**src/srfs_pkg.sv**
```systemverilog
// Package for the sensor response frame synchronizer.
// Holds the input operation and result status codes and the frame constants.
// No dependencies.
package srfs_pkg;

    typedef enum logic [0:0] {
        OP_BYTE  = 1'b0,
        OP_START = 1'b1
    } op_t;

    typedef enum logic [1:0] {
        STATUS_OK       = 2'd0,
        STATUS_CSUM_ERR = 2'd1,
        STATUS_RANGE    = 2'd2
    } status_t;

    localparam logic [7:0]  HDR_START       = 8'hFF;
    localparam logic [7:0]  HDR_CMD         = 8'h86;
    localparam logic [3:0]  FRAME_LAST      = 4'd8;
    localparam logic [15:0] RANGE_LIMIT_RST = 16'd5000;

endpackage

```
**src/srfs_if.sv**
```systemverilog
// Valid/ready channel interfaces for the frame synchronizer.
// Depends on srfs_pkg for the operation and status types.
interface srfs_in_if
    import srfs_pkg::*;
();
    logic       valid;
    logic       ready;
    op_t        operation;
    logic [7:0] rx_byte;

    modport source (output valid, output operation, output rx_byte, input ready);
    modport sink   (input valid, input operation, input rx_byte, output ready);
endinterface

interface srfs_out_if
    import srfs_pkg::*;
();
    logic        valid;
    logic        ready;
    status_t     status;
    logic [15:0] co2_ppm;

    modport source (output valid, output status, output co2_ppm, input ready);
    modport sink   (input valid, input status, input co2_ppm, output ready);
endinterface

```
**src/sensor_response_frame_sync.sv**
```systemverilog
// Usage:
//   item   : input beats, operation OP_START opens a request and clears
//            alignment, OP_BYTE carries one received byte in rx_byte.
//   result : one beat per completed nine-byte frame: status (ok, checksum
//            error, out of range) and co2_ppm (zero on checksum error).
//   cfg_we / cfg_wdata : write of the range limit, taken on any edge with
//            cfg_we high; write only while no beat is in flight.
// Path: a byte is registered at the input, processed from there by the step,
//   and its result is registered in the result register once the closing
//   checksum byte has been processed.
// Throughput: one input beat per cycle while the stage does not stall; the single
//   step between the input register and the result register sets that figure.
// Reset: no request open, alignment cleared, limit back to 5000 ppm, both
//   registers empty.
// Stall: while a result waits, bytes that do not close a frame still flow;
//   the stage stops only when a new result would overwrite an untaken one,
//   and item.ready then drops once the input register is full.
// Depends on srfs_pkg and srfs_if.
module sensor_response_frame_sync
    import srfs_pkg::*;
(
    input  logic              clk,
    input  logic              rst_n,
    srfs_in_if.sink           item,
    srfs_out_if.source        result,
    input  logic              cfg_we,
    input  logic [15:0]       cfg_wdata
);

    logic        in_vld_reg;
    op_t         in_op_reg;
    logic [7:0]  in_byte_reg;

    logic        open_reg, open_next;
    logic [3:0]  fill_count_reg, fill_count_next;
    logic [7:0]  sum_reg, sum_next;
    logic [7:0]  high_reg, high_next;
    logic [7:0]  low_reg, low_next;
    logic [15:0] limit_reg;

    logic        res_vld_reg;
    status_t     res_status_reg, res_status_next;
    logic [15:0] res_ppm_reg, res_ppm_next;

    logic        emit;
    logic        advance;
    logic        step;
    logic [15:0] reading;
    logic [7:0]  sum_all;

    // stage blocks only when a new result would overwrite an untaken one
    assign advance    = !res_vld_reg || result.ready || !emit;
    assign step       = in_vld_reg && advance;
    assign item.ready = !in_vld_reg || advance;

    assign reading = {high_reg, low_reg};
    assign sum_all = sum_reg + in_byte_reg;

    always_comb
    begin
        open_next       = open_reg;
        fill_count_next = fill_count_reg;
        sum_next        = sum_reg;
        high_next       = high_reg;
        low_next        = low_reg;
        emit            = 1'b0;
        res_status_next = STATUS_OK;
        res_ppm_next    = reading;
        if (in_op_reg == OP_START)
        begin
            open_next       = 1'b1;
            fill_count_next = '0;
            sum_next        = '0;
        end
        else if (open_reg)
        begin
            case (fill_count_reg)
                4'd1:
                begin
                    if (in_byte_reg == HDR_CMD)
                    begin
                        sum_next        = in_byte_reg;
                        fill_count_next = 4'd2;
                    end
                    else
                    begin
                        sum_next        = '0;
                        fill_count_next = (in_byte_reg == HDR_START) ? 4'd1 : 4'd0;
                    end
                end
                4'd2, 4'd3, 4'd4, 4'd5, 4'd6, 4'd7:
                begin
                    if (fill_count_reg == 4'd2)
                    begin
                        high_next = in_byte_reg;
                    end
                    if (fill_count_reg == 4'd3)
                    begin
                        low_next = in_byte_reg;
                    end
                    sum_next        = sum_all;
                    fill_count_next = fill_count_reg + 4'd1;
                end
                FRAME_LAST:
                begin
                    // negated sum matches when sum plus checksum wraps to zero
                    emit = 1'b1;
                    if (sum_all != 8'd0)
                    begin
                        res_status_next = STATUS_CSUM_ERR;
                        res_ppm_next    = '0;
                    end
                    else if (reading > limit_reg)
                    begin
                        res_status_next = STATUS_RANGE;
                    end
                    open_next       = 1'b0;
                    fill_count_next = '0;
                    sum_next        = '0;
                end
                default:
                begin
                    // header search; counts above the frame length land here too
                    if (in_byte_reg == HDR_START)
                    begin
                        fill_count_next = 4'd1;
                        sum_next        = '0;
                    end
                    else
                    begin
                        fill_count_next = 4'd0;
                    end
                end
            endcase
        end
        emit = emit && in_vld_reg;
    end

    always_ff @(posedge clk or negedge rst_n)
    begin
        if (!rst_n)
        begin
            in_vld_reg     <= 1'b0;
            open_reg       <= 1'b0;
            fill_count_reg <= '0;
            sum_reg        <= '0;
            high_reg       <= '0;
            low_reg        <= '0;
            limit_reg      <= RANGE_LIMIT_RST;
            res_vld_reg    <= 1'b0;
        end
        else
        begin
            if (cfg_we)
            begin
                limit_reg <= cfg_wdata;
            end
            if (item.ready)
            begin
                in_vld_reg <= item.valid;
            end
            if (step)
            begin
                open_reg       <= open_next;
                fill_count_reg <= fill_count_next;
                sum_reg        <= sum_next;
                high_reg       <= high_next;
                low_reg        <= low_next;
            end
            if (step && emit)
            begin
                res_vld_reg <= 1'b1;
            end
            else if (result.ready)
            begin
                res_vld_reg <= 1'b0;
            end
        end
    end

    always_ff @(posedge clk)
    begin
        if (item.ready && item.valid)
        begin
            in_op_reg   <= item.operation;
            in_byte_reg <= item.rx_byte;
        end
        if (step && emit)
        begin
            res_status_reg <= res_status_next;
            res_ppm_reg    <= res_ppm_next;
        end
    end

    assign result.valid   = res_vld_reg;
    assign result.status  = res_status_reg;
    assign result.co2_ppm = res_ppm_reg;

`ifndef ASSERT_OFF
    a_fill_bound: assert property (@(posedge clk) disable iff (!rst_n)
        fill_count_reg <= FRAME_LAST)
        else $error("fill count beyond frame length");

    a_closed_idle: assert property (@(posedge clk) disable iff (!rst_n)
        !open_reg |-> fill_count_reg == 4'd0)
        else $error("alignment held with no request open");

    a_close_on_result: assert property (@(posedge clk) disable iff (!rst_n)
        (step && emit) |=> (!open_reg && fill_count_reg == 4'd0 && res_vld_reg))
        else $error("request not closed after result");

    a_csum_zero: assert property (@(posedge clk) disable iff (!rst_n)
        (result.valid && result.status == STATUS_CSUM_ERR) |-> result.co2_ppm == 16'd0)
        else $error("checksum error result carries a reading");

    a_ready_when_free: assert property (@(posedge clk) disable iff (!rst_n)
        !res_vld_reg |-> item.ready)
        else $error("input stalled with empty result register");
`endif

endmodule

```
**src/flat_wrapper.sv**
```systemverilog
// flat-port wrapper written by rule: the top's interface ports become plain ports
module sensor_response_frame_sync_flat import srfs_pkg::*;
  (clk, rst_n, cfg_we, cfg_wdata, item_valid, item_operation, item_rx_byte, item_ready, result_valid, result_status, result_co2_ppm, result_ready);
  srfs_in_if item_i ();
  srfs_out_if result_i ();
  input  logic clk;
  input  logic rst_n;
  input  logic cfg_we;
  input  logic [15:0] cfg_wdata;
  input wire logic [$bits(item_i.valid)-1:0] item_valid;
  input wire logic [$bits(item_i.operation)-1:0] item_operation;
  input wire logic [$bits(item_i.rx_byte)-1:0] item_rx_byte;
  output wire logic [$bits(item_i.ready)-1:0] item_ready;
  output wire logic [$bits(result_i.valid)-1:0] result_valid;
  output wire logic [$bits(result_i.status)-1:0] result_status;
  output wire logic [$bits(result_i.co2_ppm)-1:0] result_co2_ppm;
  input wire logic [$bits(result_i.ready)-1:0] result_ready;
  assign item_i.valid = item_valid;
  assign item_i.operation = item_operation;
  assign item_i.rx_byte = item_rx_byte;
  assign item_ready = item_i.ready;
  assign result_valid = result_i.valid;
  assign result_status = result_i.status;
  assign result_co2_ppm = result_i.co2_ppm;
  assign result_i.ready = result_ready;
  sensor_response_frame_sync u_core (.clk(clk), .rst_n(rst_n), .item(item_i), .result(result_i), .cfg_we(cfg_we), .cfg_wdata(cfg_wdata));
endmodule
```
**config.mk**
```make
export PLATFORM = sky130hd
export DESIGN_NAME = sensor_response_frame_sync_flat
export DESIGN_NICKNAME = d
export VERILOG_FILES = /design/src/srfs_pkg.sv /design/src/srfs_if.sv /design/src/sensor_response_frame_sync.sv /design/src/flat_wrapper.sv
export SDC_FILE = /design/constraint.sdc
export NUM_CORES = 1
export LEC_CHECK = 0
export BUFFER_PORTS_ARGS = -buffer_cell sky130_fd_sc_hd__buf_2
export CORE_UTILIZATION = 40
export DETAILED_ROUTE_END_ITERATION = 12
export RECOVER_POWER = 25
export SYNTH_ARGS = -nofsm -noshare
export SYNTH_HDL_FRONTEND = slang
export SYNTH_SLANG_ARGS = --single-unit
```
**constraint.sdc**
```tcl
create_clock -name clk -period 4.6 [get_ports clk]
set_input_delay 0.23 -clock clk [delete_from_list [all_inputs] [get_ports clk]]
set_output_delay 0.23 -clock clk [all_outputs]
set_load 0.02 [all_outputs]
```
# After elaboration in Yosys (flattened, before gate mapping)
# Index checks and enable logic that the tools add are counted.
# word_totals
latchBits,0
memories,0
input_bits,30
regBits,74
ramBits,0
word_cells,74
output_inout_bits,20
rom_bits,0
# op_classes
addsub,2
n_lt_le_gt_ge,1
n_reduce_logical,21
div_mod_pow,0
n_eq_ne,10
muxes,24
multipliers,0
n_bitwise,3
shifts,0
# op_table
operator,n
$mux 16,4
$mux 8,4
$pmux 8 s3,1
$eq 4x3->1 const B,4
$eq 8x8->1 const B,2
$gt 16x16->1,1
$mux 4,3
$pmux 4 s3,1
$mux 1,10
$reduce_and 5->1,2
$add 8x8->8,1
$eq 4x2->1 const B,2
$reduce_bool 8->1,1
$reduce_or 6->1,1
$reduce_bool 5->1,1
$add 4x1->4 const B,1
$eq 4x1->1 const B,1
$eq 4x4->1 const B,1
$logic_and 1x1->1,4
$reduce_bool 2->1,2
$reduce_or 4->1,1
$logic_not 1->1,3
$logic_or 1x1->1,3
$not 1->1,3
other kinds (4),4

# Depth between registers and ports, before layout
# Gate-level depths: netlist of the first run.
# depth
word_depth,10
mapped_depth,8
ltp_nobuf,7

# Worst setup path before layout of the first run
# No wires, ideal clock.
# synth_timing
path_kind,reg-to-reg
start,register u_core.in_byte_reg[0]
end,"register u_core.res_status_reg[1], in the netlist u_core.result.status[1], data pin"
t_required_ns,4.442
n_path_buf,1
period_less_slack_ns,2.515
setup_slack_ns,2.085
arrival_time_ns,2.356
path_stages_with_launch,9
setup_time_ns,0.158
cell_sequence,edfxtp_1 ha_1 fa_1 a211o_1 and4b_1 a311oi_2 nand4_2 buf_6 a211oi_2
# synth_between
elab_chain_cells,3
# synth_rtl
item,line_no,text
from (decl),sensor_response_frame_sync.sv:32,logic [7:0] in_byte_reg;
from (signal assigned),sensor_response_frame_sync.sv:186,in_byte_reg <= item.rx_byte;
$add 8x8->8,sensor_response_frame_sync.sv:57,assign sum_all = sum_reg + in_byte_reg;
$reduce_bool 8->1,sensor_response_frame_sync.sv:108,if (sum_all != 8'd0)
$reduce_or 4->1 (no source line),--,
to (signal assigned),sensor_response_frame_sync.sv:190,res_status_reg <= res_status_next;
to (decl),sensor_response_frame_sync.sv:42,"status_t res_status_reg, res_status_next;"
# Every way passes these cells.
# A chain may end at the register's enable or synchronous reset.

# Worst setup path in the final report of the first run
# layout_timing
start,register u_core.fill_count_reg[0]
end,"register u_core.res_ppm_reg[8], in the netlist u_core.result.co2_ppm[8], enable pin"
# layout_between
elab_chain_cells,9
# layout_rtl
item,line_no,text
from (decl),sensor_response_frame_sync.sv:35,"logic [3:0] fill_count_reg, fill_count_next;"
from (signal assigned),sensor_response_frame_sync.sv:165,fill_count_reg <= fill_count_next;
$eq 4x4->1 (*),sensor_response_frame_sync.sv:77,case (fill_count_reg)
$mux 1 (*),sensor_response_frame_sync.sv:77,
$mux 1 (*),sensor_response_frame_sync.sv:75,else if (open_reg)
$mux 1 (*),sensor_response_frame_sync.sv:69,if (in_op_reg == OP_START)
$logic_and 1x1->1 (*),sensor_response_frame_sync.sv:136,emit = emit && in_vld_reg;
$logic_not 1->1,sensor_response_frame_sync.sv:52,assign advance = !res_vld_reg || result.ready || !emit;
$logic_or 1x1->1,sensor_response_frame_sync.sv:52,
$logic_and 1x1->1,sensor_response_frame_sync.sv:53,assign step = in_vld_reg && advance;
$logic_and 1x1->1 (*),sensor_response_frame_sync.sv:188,if (step && emit)
to (signal assigned),sensor_response_frame_sync.sv:191,res_ppm_reg <= res_ppm_next;
to (decl),sensor_response_frame_sync.sv:43,"logic [15:0] res_ppm_reg, res_ppm_next;"
# Mark *: on every way between the ends. The rest lies on a longest branch, timed or not.

==> results of run 1 <==
synthesized netlist by cell type, drive strengths merged (2+ instances only):
cell and number:
nand2 29, mux2 24, a21boi 15, buf 2
clkbuf 7, nand3 4, and2 2, edfxtp 27
nor3b 2, o21ai 24, nor2b 2, or2 4
o211ai 5, dfstp 5, nor2 8, a211o 3
nand2b 5, a21o 5, a211oi 3, and3 2
ha 27, o21a 4, nor3 2, inv 20
nand4 7, xor2 2, and3b 2, or3 3
dfrtp 42, a21oi 13
per-layer routing:
metal  up-vias  GRT usage  part of all wire
li1       1265          -                 -
met1      1260      0.251              0.50
met2        51      0.273              0.45
met3        10     0.0312             0.032
met4         0     0.0689             0.015
met5         -          0                 0
worst min path at each step:
stage	start	end	cells past startpoint
after floorplan	rst_n	u_core.fill_count_reg[0]	0
after global placement	item_rx_byte[4]	u_core.in_byte_reg[4]	1
after detailed placement	item_rx_byte[6]	u_core.in_byte_reg[6]	1
after CTS	item_rx_byte[2]	u_core.in_byte_reg[2]	1
after global routing	item_rx_byte[2]	u_core.in_byte_reg[2]	1
final	item_rx_byte[2]	u_core.in_byte_reg[2]	1
metrics by stage:
| stage | hold slack, ns | utilization | cell area [sq um] |
|---|---|---|---|
| 2_1_floorplan | -0.0656 | - | 3740 |
| 3_3_place_gp | 0.406 | 0.460 | 4090 |
| 3_5_place_dp | 0.408 | 0.460 | 4090 |
| 4_1_cts | 0.0436 | 0.480 | 4270 |
| 5_1_grt | 0.0394 | 0.480 | 4270 |
| 6_report | 0.0547 | 0.480 | 4270 |
area by class of cell:
| class | instances | area [sq um] |
|---|---|---|
| fill | 817 | 4630 |
| sequential | 74 | 1990 |
| multi-input combinational | 214 | 1640 |
| timing repair buffer | 49 | 243 |
| clock buffer | 12 | 135 |
| tap | 108 | 135 |
| inverter | 20 | 75.1 |
| clock inverter | 4 | 45.0 |
power by group:
group / total, mW / switching, mW / internal, mW
Sequential: 0.755 / 0.0318 / 0.723
Combinational: 0.144 / 0.0756 / 0.0683
Clock: 0.490 / 0.241 / 0.249
Total: 1.39 / 0.348 / 1.04
logic make-up (layout without fill, tap and decap cells):
family,count (synthesis),count (layout),synth area share
adder cells (fa/ha/maj),28,28,0.0956
flip-flops,74,74,0.532
multiplexers,24,24,0.0722
XOR/XNOR,3,3,0.00702
AO/OA/AOI/OAI,81,81,0.147
AND/OR/NAND/NOR,78,78,0.114
buffers and inverters,29,85,0.0314
==> impl_metrics.csv, run 1 <==
group,metric,value,unit
cts,cts_inserted_buffers,9,
worst_setup_path,crit_arrival,3.09,ns
worst_setup_path,end_kind,"flop",
yosys,ys_seq_elements,74,
sta,period_share,0.680,
layout,nNetsFinal,426,
layout,antenna_cells,0,
layout,fin_cells,481,
grt,overflow,0,
cts,path_clk_slew,0.08,ns
yosys,syn_inst,317,
sta,max_freq,320,MHz
status,status,"complete, but fails checks",
drt,routed_wl,7890,um
worst_setup_path,timing.rr.start,"u_core.fill_count_reg[0]",
yosys,ys_async_sr_fraction,0.635,
drt,via_per_inst,5.38,
sta,setup_viol,0,
flow_run,max_cap_viol_count,1,
worst_setup_path,crit_end,"u_core.result.co2_ppm[8]",
floorplanning,core_area,8890,sq um
worst_setup_path,r2r_end,"u_core.result.co2_ppm[8]",
worst_setup_path,crit_family,"simple AND/OR/NAND/NOR gates",
cts,cts_tree,"yes",
cts,cts.sinks,74,
yosys,synthesis.area,3740,sq um
placed_design,io_buffers,49,
yosys,syn_nets,375,
yosys,synth_top_area_frac,0.281,
worst_setup_path,crit_chain,"inv_1 -> ha_1 -> nand3b_1 -> nor3b_2 -> and3_1",
sta,slew_headroom,-0.763,
sta,worst_pin_slew,2.64,ns
worst_setup_path,startpoint,"u_core.fill_count_reg[0]",
worst_setup_path,crit_type,"flop to flop",
sta,rsz0062_at_grt,"no",
yosys,synth_cell_type_count,55,
placed_design,placed_cells,465,
sta,min_period,3.13,ns
sta,fin_skew,0.0110,ns
layout,mostFrequentLayoutCell,"buf_2",
cts,clockRootBuffer,"clkbuf_8",
worst_setup_path,crit_cells,5,
cts,cts_buffer_depth,2,
placed_design,place_congestion,0.816,
worst_setup_path,worst_setup_path_start_kind,"flop",
grt,grt_pass1_vias,2624,
grt,grt_max_degree,48,
layout,drive_gt1_frac,0.273,
status,violations,"capacitance limit, slew limit",
cts,cts_hold_buf,0,
worst_setup_path,slowest_delay,0.97,ns
drt,first_iter_violations,76,
grt,grt_pass1_wl,13300,um
yosys,yosys.area.top_type,"dfrtp_1",
power,p_total,1.39,mW
layout,syn_to_final_growth,13.9,%
floorplanning,row_count,34,
floorplanning,initial_core_util,0.421,
yosys,synthTopCellsByArea,"dfrtp_1 28%, edfxtp_1 22%, ha_1 9.0%, mux2_2 7.2%, dfstp_2 3.5%",
grt,antenna_found_initial,0,
cts,post_cts_resize_count,0,
yosys,seq_area_frac_synth,0.532,
power,leakagePower,1.95,nW
worst_setup_path,reg2reg_depth,5,
worst_setup_path,worstPathRequired,4.57,ns
sta,setup_tns,0,ns
yosys,synth-edff-count,27,
floorplanning,die_height,98.8,um
placed_design,post-place-ws,1.52,ns
drt,postRouteAntennaNets,0,
worst_setup_path,slowest_stage,"nor3b_2",
worst_setup_path,crit_path_max_fanout,20,
floorplanning,die_x,98.8,um
drt,vias,2586,
drt,drtPass1Iterations,4,
layout,final_cell_mix,"47 x buf_2, 42 x dfrtp_1, 29 x nand2_1",
yosys,avgSynthCellArea,11.8,sq um
cts,cts_setup_buffers,0,
drt,wl_per_cell,16.4,um
grt,track_usage,0.178,
power,peakVddDrop,175,uV
floorplanning,dieArea,9750,sq um
power,powerDensity,326,nW/um^2
cts,htree_levels,3,
floorplanning,pin_count,50,
sta,layout_setup_ws,1.47,ns
placed_design,place_hpwl,5650,um
cts,worstSkewPairLatency,0.35,ns
sta,final_hold_viol_count,0,
worst_setup_path,reg2reg_slack,1.47,ns
hold_path,hold_path_class,"primary input to flop",
yosys,synth_flop_cell,"dfrtp_1",
sta,slew_viol_final,48,
drt,drc,0,
worst_setup_path,path_buf_inv,1,
yosys,yosys_warnings,0,
(Power assumes the default switching activity.)
==> run 2: changes to the inputs <==
==> constraint.sdc (replaced) <==
create_clock -name clk -period 2.6 [get_ports clk]
set_input_delay 0.13 -clock clk [delete_from_list [all_inputs] [get_ports clk]]
set_output_delay 0.13 -clock clk [all_outputs]
set_load 0.02 [all_outputs]
==> impl_metrics.csv, run 2 (same netlist as run 1, synthesis figures left out) <==
group,metric,value,unit
status,status,"complete, but fails checks",
status,violations,"capacitance limit, slew limit",
drt,via_per_inst,5.24,
drt,first_iter_violations,124,
layout,antenna_cells,0,
worst_setup_path,worstPathRequired,2.78,ns
worst_setup_path,worst_setup_path_start_kind,"flop",
power,powerDensity,545,nW/um^2
sta,rsz0062_at_grt,"no",
grt,track_usage,0.184,
flow_run,max_cap_viol_count,1,
power,leakagePower,2.12,nW
cts,clockRootBuffer,"clkbuf_8",
placed_design,place_congestion,0.857,
floorplanning,pin_count,50,
layout,drive_gt1_frac,0.285,
hold_path,holdPathStages,3,
floorplanning,die_height,98.8,um
power,p_total,2.53,mW
sta,slew_headroom,-0.0197,
floorplanning,dieArea,9750,sq um
sta,period_share,0.972,
worst_setup_path,crit_path_max_fanout,17,
drt,wl_per_cell,15.9,um
drt,drc,0,
layout,nNetsFinal,464,
cts,htree_levels,3,
drt,vias,2721,
grt,grt_max_degree,32,
floorplanning,initial_core_util,0.421,
placed_design,io_buffers,49,
placed_design,post-place-ws,-0.0162,ns
grt,grt_pass1_vias,2764,
hold_path,hold_path_class,"primary input to flop",
sta,layout_setup_ws,0.0719,ns
sta,max_freq,396,MHz
layout,syn_to_final_growth,23.9,%
cts,cts_buffer_depth,2,
grt,grt_pass1_wl,13800,um
floorplanning,core_area,8890,sq um
sta,setup_tns,0,ns
power,peakVddDrop,322,uV
grt,overflow,0,
cts,cts.sinks,74,
sta,fin_skew,0.0114,ns
placed_design,place_hpwl,5850,um
sta,slew_viol_final,27,
layout,mostFrequentLayoutCell,"buf_2",
sta,final_hold_viol_count,0,
floorplanning,row_count,34,
cts,path_clk_slew,0.08,ns
floorplanning,die_x,98.8,um
worst_setup_path,reg2reg_depth,8,
worst_setup_path,end_kind,"flop",
cts,cts_inserted_buffers,9,
sta,worst_pin_slew,1.53,ns
grt,antenna_found_initial,0,
drt,postRouteAntennaNets,0,
drt,drtPass1Iterations,4,
drt,routed_wl,8240,um
sta,min_period,2.53,ns
cts,cts_tree,"yes",
cts,worstSkewPairLatency,0.35,ns
layout,final_cell_mix,"48 x buf_2, 42 x dfrtp_1, 29 x nand2_1",
sta,setup_viol,0,
cts,cts_setup_buffers,0,
worst_setup_path,crit_type,"flop to flop",
worst_setup_path,crit_arrival,2.70,ns
## run 2: worst paths after layout
check | startpoint | end | slack (ns)
setup / recovery | u_core.in_byte_reg[0] | u_core.result.co2_ppm[2] | 0.07
hold / removal | result_ready | u_core.result.valid | 0.18
setup reg to reg | u_core.in_byte_reg[0] | u_core.result.co2_ppm[2] | 0.07
hold reg to reg | u_core.limit_reg[7] | u_core.limit_reg[7] | 0.52
max in group asynchronous | rst_n | u_core.limit_reg[12] | 0.83
min in group asynchronous | rst_n | u_core.limit_reg[1] | 0.68
## run 2: per-layer routing
layer / GRT usage / part of all wire / vias up
met5: 0 / 0 / -
met4: 0.0712 / 0.012 / 0
li1: - / - / 1335
met3: 0.0248 / 0.030 / 7
met2: 0.289 / 0.46 / 66
met1: 0.261 / 0.50 / 1313
## run 2: critical path, cell delays in order, from the launching register on
cell and delay [ns]:
edfxtp_1 0.40, ha_1 0.24, fa_2 0.37, a211o_1 0.33, a21o_1 0.19, a221oi_2 0.27
nand4_2 0.17, buf_6 0.19, a21boi_0 0.20
## run 2: stage by stage
step / util / cell area (sq um) / instances / hold slack [ns]
6_report: 0.522 / 4640 / 519 / 0.176
3_3_place_gp: 0.469 / 4170 / 476 / 0.182
4_1_cts: 0.522 / 4640 / 519 / 0.166
3_5_place_dp: 0.469 / 4170 / 476 / 0.185
5_1_grt: 0.522 / 4640 / 519 / 0.219
2_1_floorplan: - / 3740 / 317 / -0.166
## run 2: power by group
part | total (mW) | internal [mW] | switching [mW]
clock | 0.896 | 0.446 | 0.450
sequential | 1.33 | 1.28 | 0.0486
combinational | 0.305 | 0.158 | 0.147
## run 2: area by class of cell
type	count	area [sq um]
Tap cell	108	135
Inverter	20	75.1
Fill cell	769	4250
Multi-Input combinational cell	214	1640
Clock buffer	10	128
Timing Repair Buffer	87	601
Clock inverter	6	65.1
Sequential cell	74	1990
## run 2: repair_timing
item	4_1_cts	5_1_grt
endpoints found under the setup margin	5	17
hold endpoints to repair	50	0
gates resized for setup	2	2
pin swaps	0	1
hold buffers	27	0
==> run 3: changes to the inputs <==
--- a/config.mk
+++ b/config.mk
@@ -9,6 +9,7 @@
 export CORE_UTILIZATION = 40
 export DETAILED_ROUTE_END_ITERATION = 12
 export RECOVER_POWER = 25
+export REMOVE_ABC_BUFFERS = 1
 export SYNTH_ARGS = -nofsm -noshare
 export SYNTH_HDL_FRONTEND = slang
 export SYNTH_SLANG_ARGS = --single-unit
==> impl_metrics.csv, run 3 (same netlist as run 1, synthesis figures left out) <==
group,metric,value,unit
status,status,"complete, no violations",
layout,nNetsFinal,468,
layout,antenna_cells,0,
drt,wl_met3,206,um
floorplanning,initial_core_util,0.421,
sta,min_period,2.54,ns
floorplanning,dieArea,9750,sq um
drt,wl_met1,3770,um
placed_design,dpl-instance-area,4200,sq um
layout,final_area,4700,sq um
drt,first_iter_violations,88,
sta,slew_viol_final,0,
drt,routed.top_layer,"met4",
sta,fin_hold_ws,0.0161,ns
hold_path,holdPathStages,3,
cts,cts_tree,"yes",
grt,grt_pass1_vias,2791,
drt,routed_wl,8080,um
hold_path,hold_path_class,"primary input to flop",
flow_run,max_cap_viol_count,0,
worst_setup_path,reg2reg_depth,8,
cts,cts.sinks,74,
worst_setup_path,crit_arrival,2.73,ns
placed_design,place_congestion,0.841,
layout,mostFrequentLayoutCell,"buf_2",
sta,slew_headroom,0.190,
sta,fin_skew,0.00968,ns
sta,rsz0062_at_grt,"yes",
drt,route.met2.wl,3940,um
drt,vias,2732,
worst_setup_path,crit_end,"u_core.result.status[1]",
power,leakagePower,2.14,nW
placed_design,io_buffers,49,
sta,period_share,0.976,
cts,worstSkewPairLatency,0.35,ns
sta,setup_viol,0,
worst_setup_path,crit_path_max_fanout,5,
layout,final_cell_mix,"47 x buf_2, 42 x dfrtp_1, 29 x nand2_1",
grt,antenna_found_initial,0,
sta,final_hold_viol_count,0,
layout,fin_cells,523,
grt,track_usage,0.184,
grt,grt_max_degree,32,
worst_setup_path,worstPathRequired,2.80,ns
drt,drtPass1Iterations,4,
layout,drive_gt1_frac,0.318,
worst_setup_path,worst_setup_path_start_kind,"flop",
worst_setup_path,reg2reg_slack,0.06,ns
cts,clockRootBuffer,"clkbuf_8",
grt,overflow,0,
floorplanning,die_height,98.8,um
sta,max_freq,394,MHz
power,peakVddDrop,273,uV
worst_setup_path,crit_type,"flop to flop",
worst_setup_path,timing.rr.start,"u_core.in_byte_reg[0]",
drt,via_per_inst,5.22,
sta,worst_pin_slew,1.21,ns
grt,grt_pass1_wl,13600,um
power,p_total,2.40,mW
cts,path_clk_slew,0.08,ns
floorplanning,core_area,8890,sq um
layout,syn_to_final_growth,25.6,%
cts,cts_buffer_depth,2,
drt,postRouteAntennaNets,0,
worst_setup_path,r2r_end,"u_core.result.status[1]",
worst_setup_path,end_kind,"flop",
drt,drc,0,
worst_setup_path,startpoint,"u_core.in_byte_reg[0]",
floorplanning,row_count,34,
floorplanning,die_x,98.8,um
placed_design,placed_cells,480,
power,powerDensity,511,nW/um^2
cts,htree_levels,3,
drt,wl_per_cell,15.4,um
floorplanning,pin_count,50,
placed_design,place_hpwl,5760,um
cts,cts_inserted_buffers,9,
==> run 3: cell type report <==
| class | instances | area [sq um] |
|---|---|---|
| fillers | 777 | 4190 |
| flip-flops and latches | 74 | 1990 |
| multi-input cells | 214 | 1710 |
| repair buffers | 91 | 632 |
| clock buffers | 12 | 135 |
| well taps | 108 | 135 |
| inverters | 20 | 75.1 |
| clock inverters | 4 | 20.0 |
==> run 3: what timing repair did <==
item,in CTS,in global routing
endpoints found under the setup margin,16,17
gates resized for setup,6,21
endpoints found under the hold margin,41,0
buffers inserted,1,1
hold buffers,25,0
pin swaps,3,22
==> run 3: routing by layer <==
layer / track usage / vias to the layer above
met1: 0.230 / 1318
met3: 0.0333 / 14
met4: 0.0838 / 0
met2: 0.310 / 54
li1: - / 1346
met5: 0 / -
==> run 3: worst max-delay path: stages (launching register included) <==
cell      delay [ns]
edfxtp_1        0.41
ha_2            0.22
fa_2            0.37
a211o_1         0.30
a21o_1          0.23
a221oi_4        0.34
nand4_4         0.21
buf_6           0.18
a211oi_2        0.13
==> run 3: where the power goes <==
group | internal (mW) | switching [mW]
clock network | 0.340 | 0.417
registers | 1.28 | 0.0447
logic | 0.167 | 0.156
==> run 3: how the worst min path moves through the flow <==
stage / start / to / slack [ns]
after global routing: cfg_wdata[5] / u_core.limit_reg[5] / 0.04
after CTS: cfg_wdata[8] / u_core.limit_reg[8] / 0.01
after global placement: rst_n / u_core.sum_reg[3] / 0.13
after floorplan: rst_n / u_core.fill_count_reg[0] / -0.17
after detailed placement: rst_n / u_core.sum_reg[3] / 0.13
final: cfg_wdata[5] / u_core.limit_reg[5] / 0.02
==> run 3: stage by stage <==
| step | TNS [ns] | setup WS, ns | util |
|---|---|---|---|
| detailed placement | -0.643 | -0.0937 | 0.472 |
| CTS | 0 | 0.00867 | 0.522 |
| finish | 0 | 0.0634 | 0.529 |
| global placement | 0 | 0.0109 | 0.472 |
| floorplan | -7.25 | -0.292 | - |
| global route | -0.412 | -0.0433 | 0.529 |
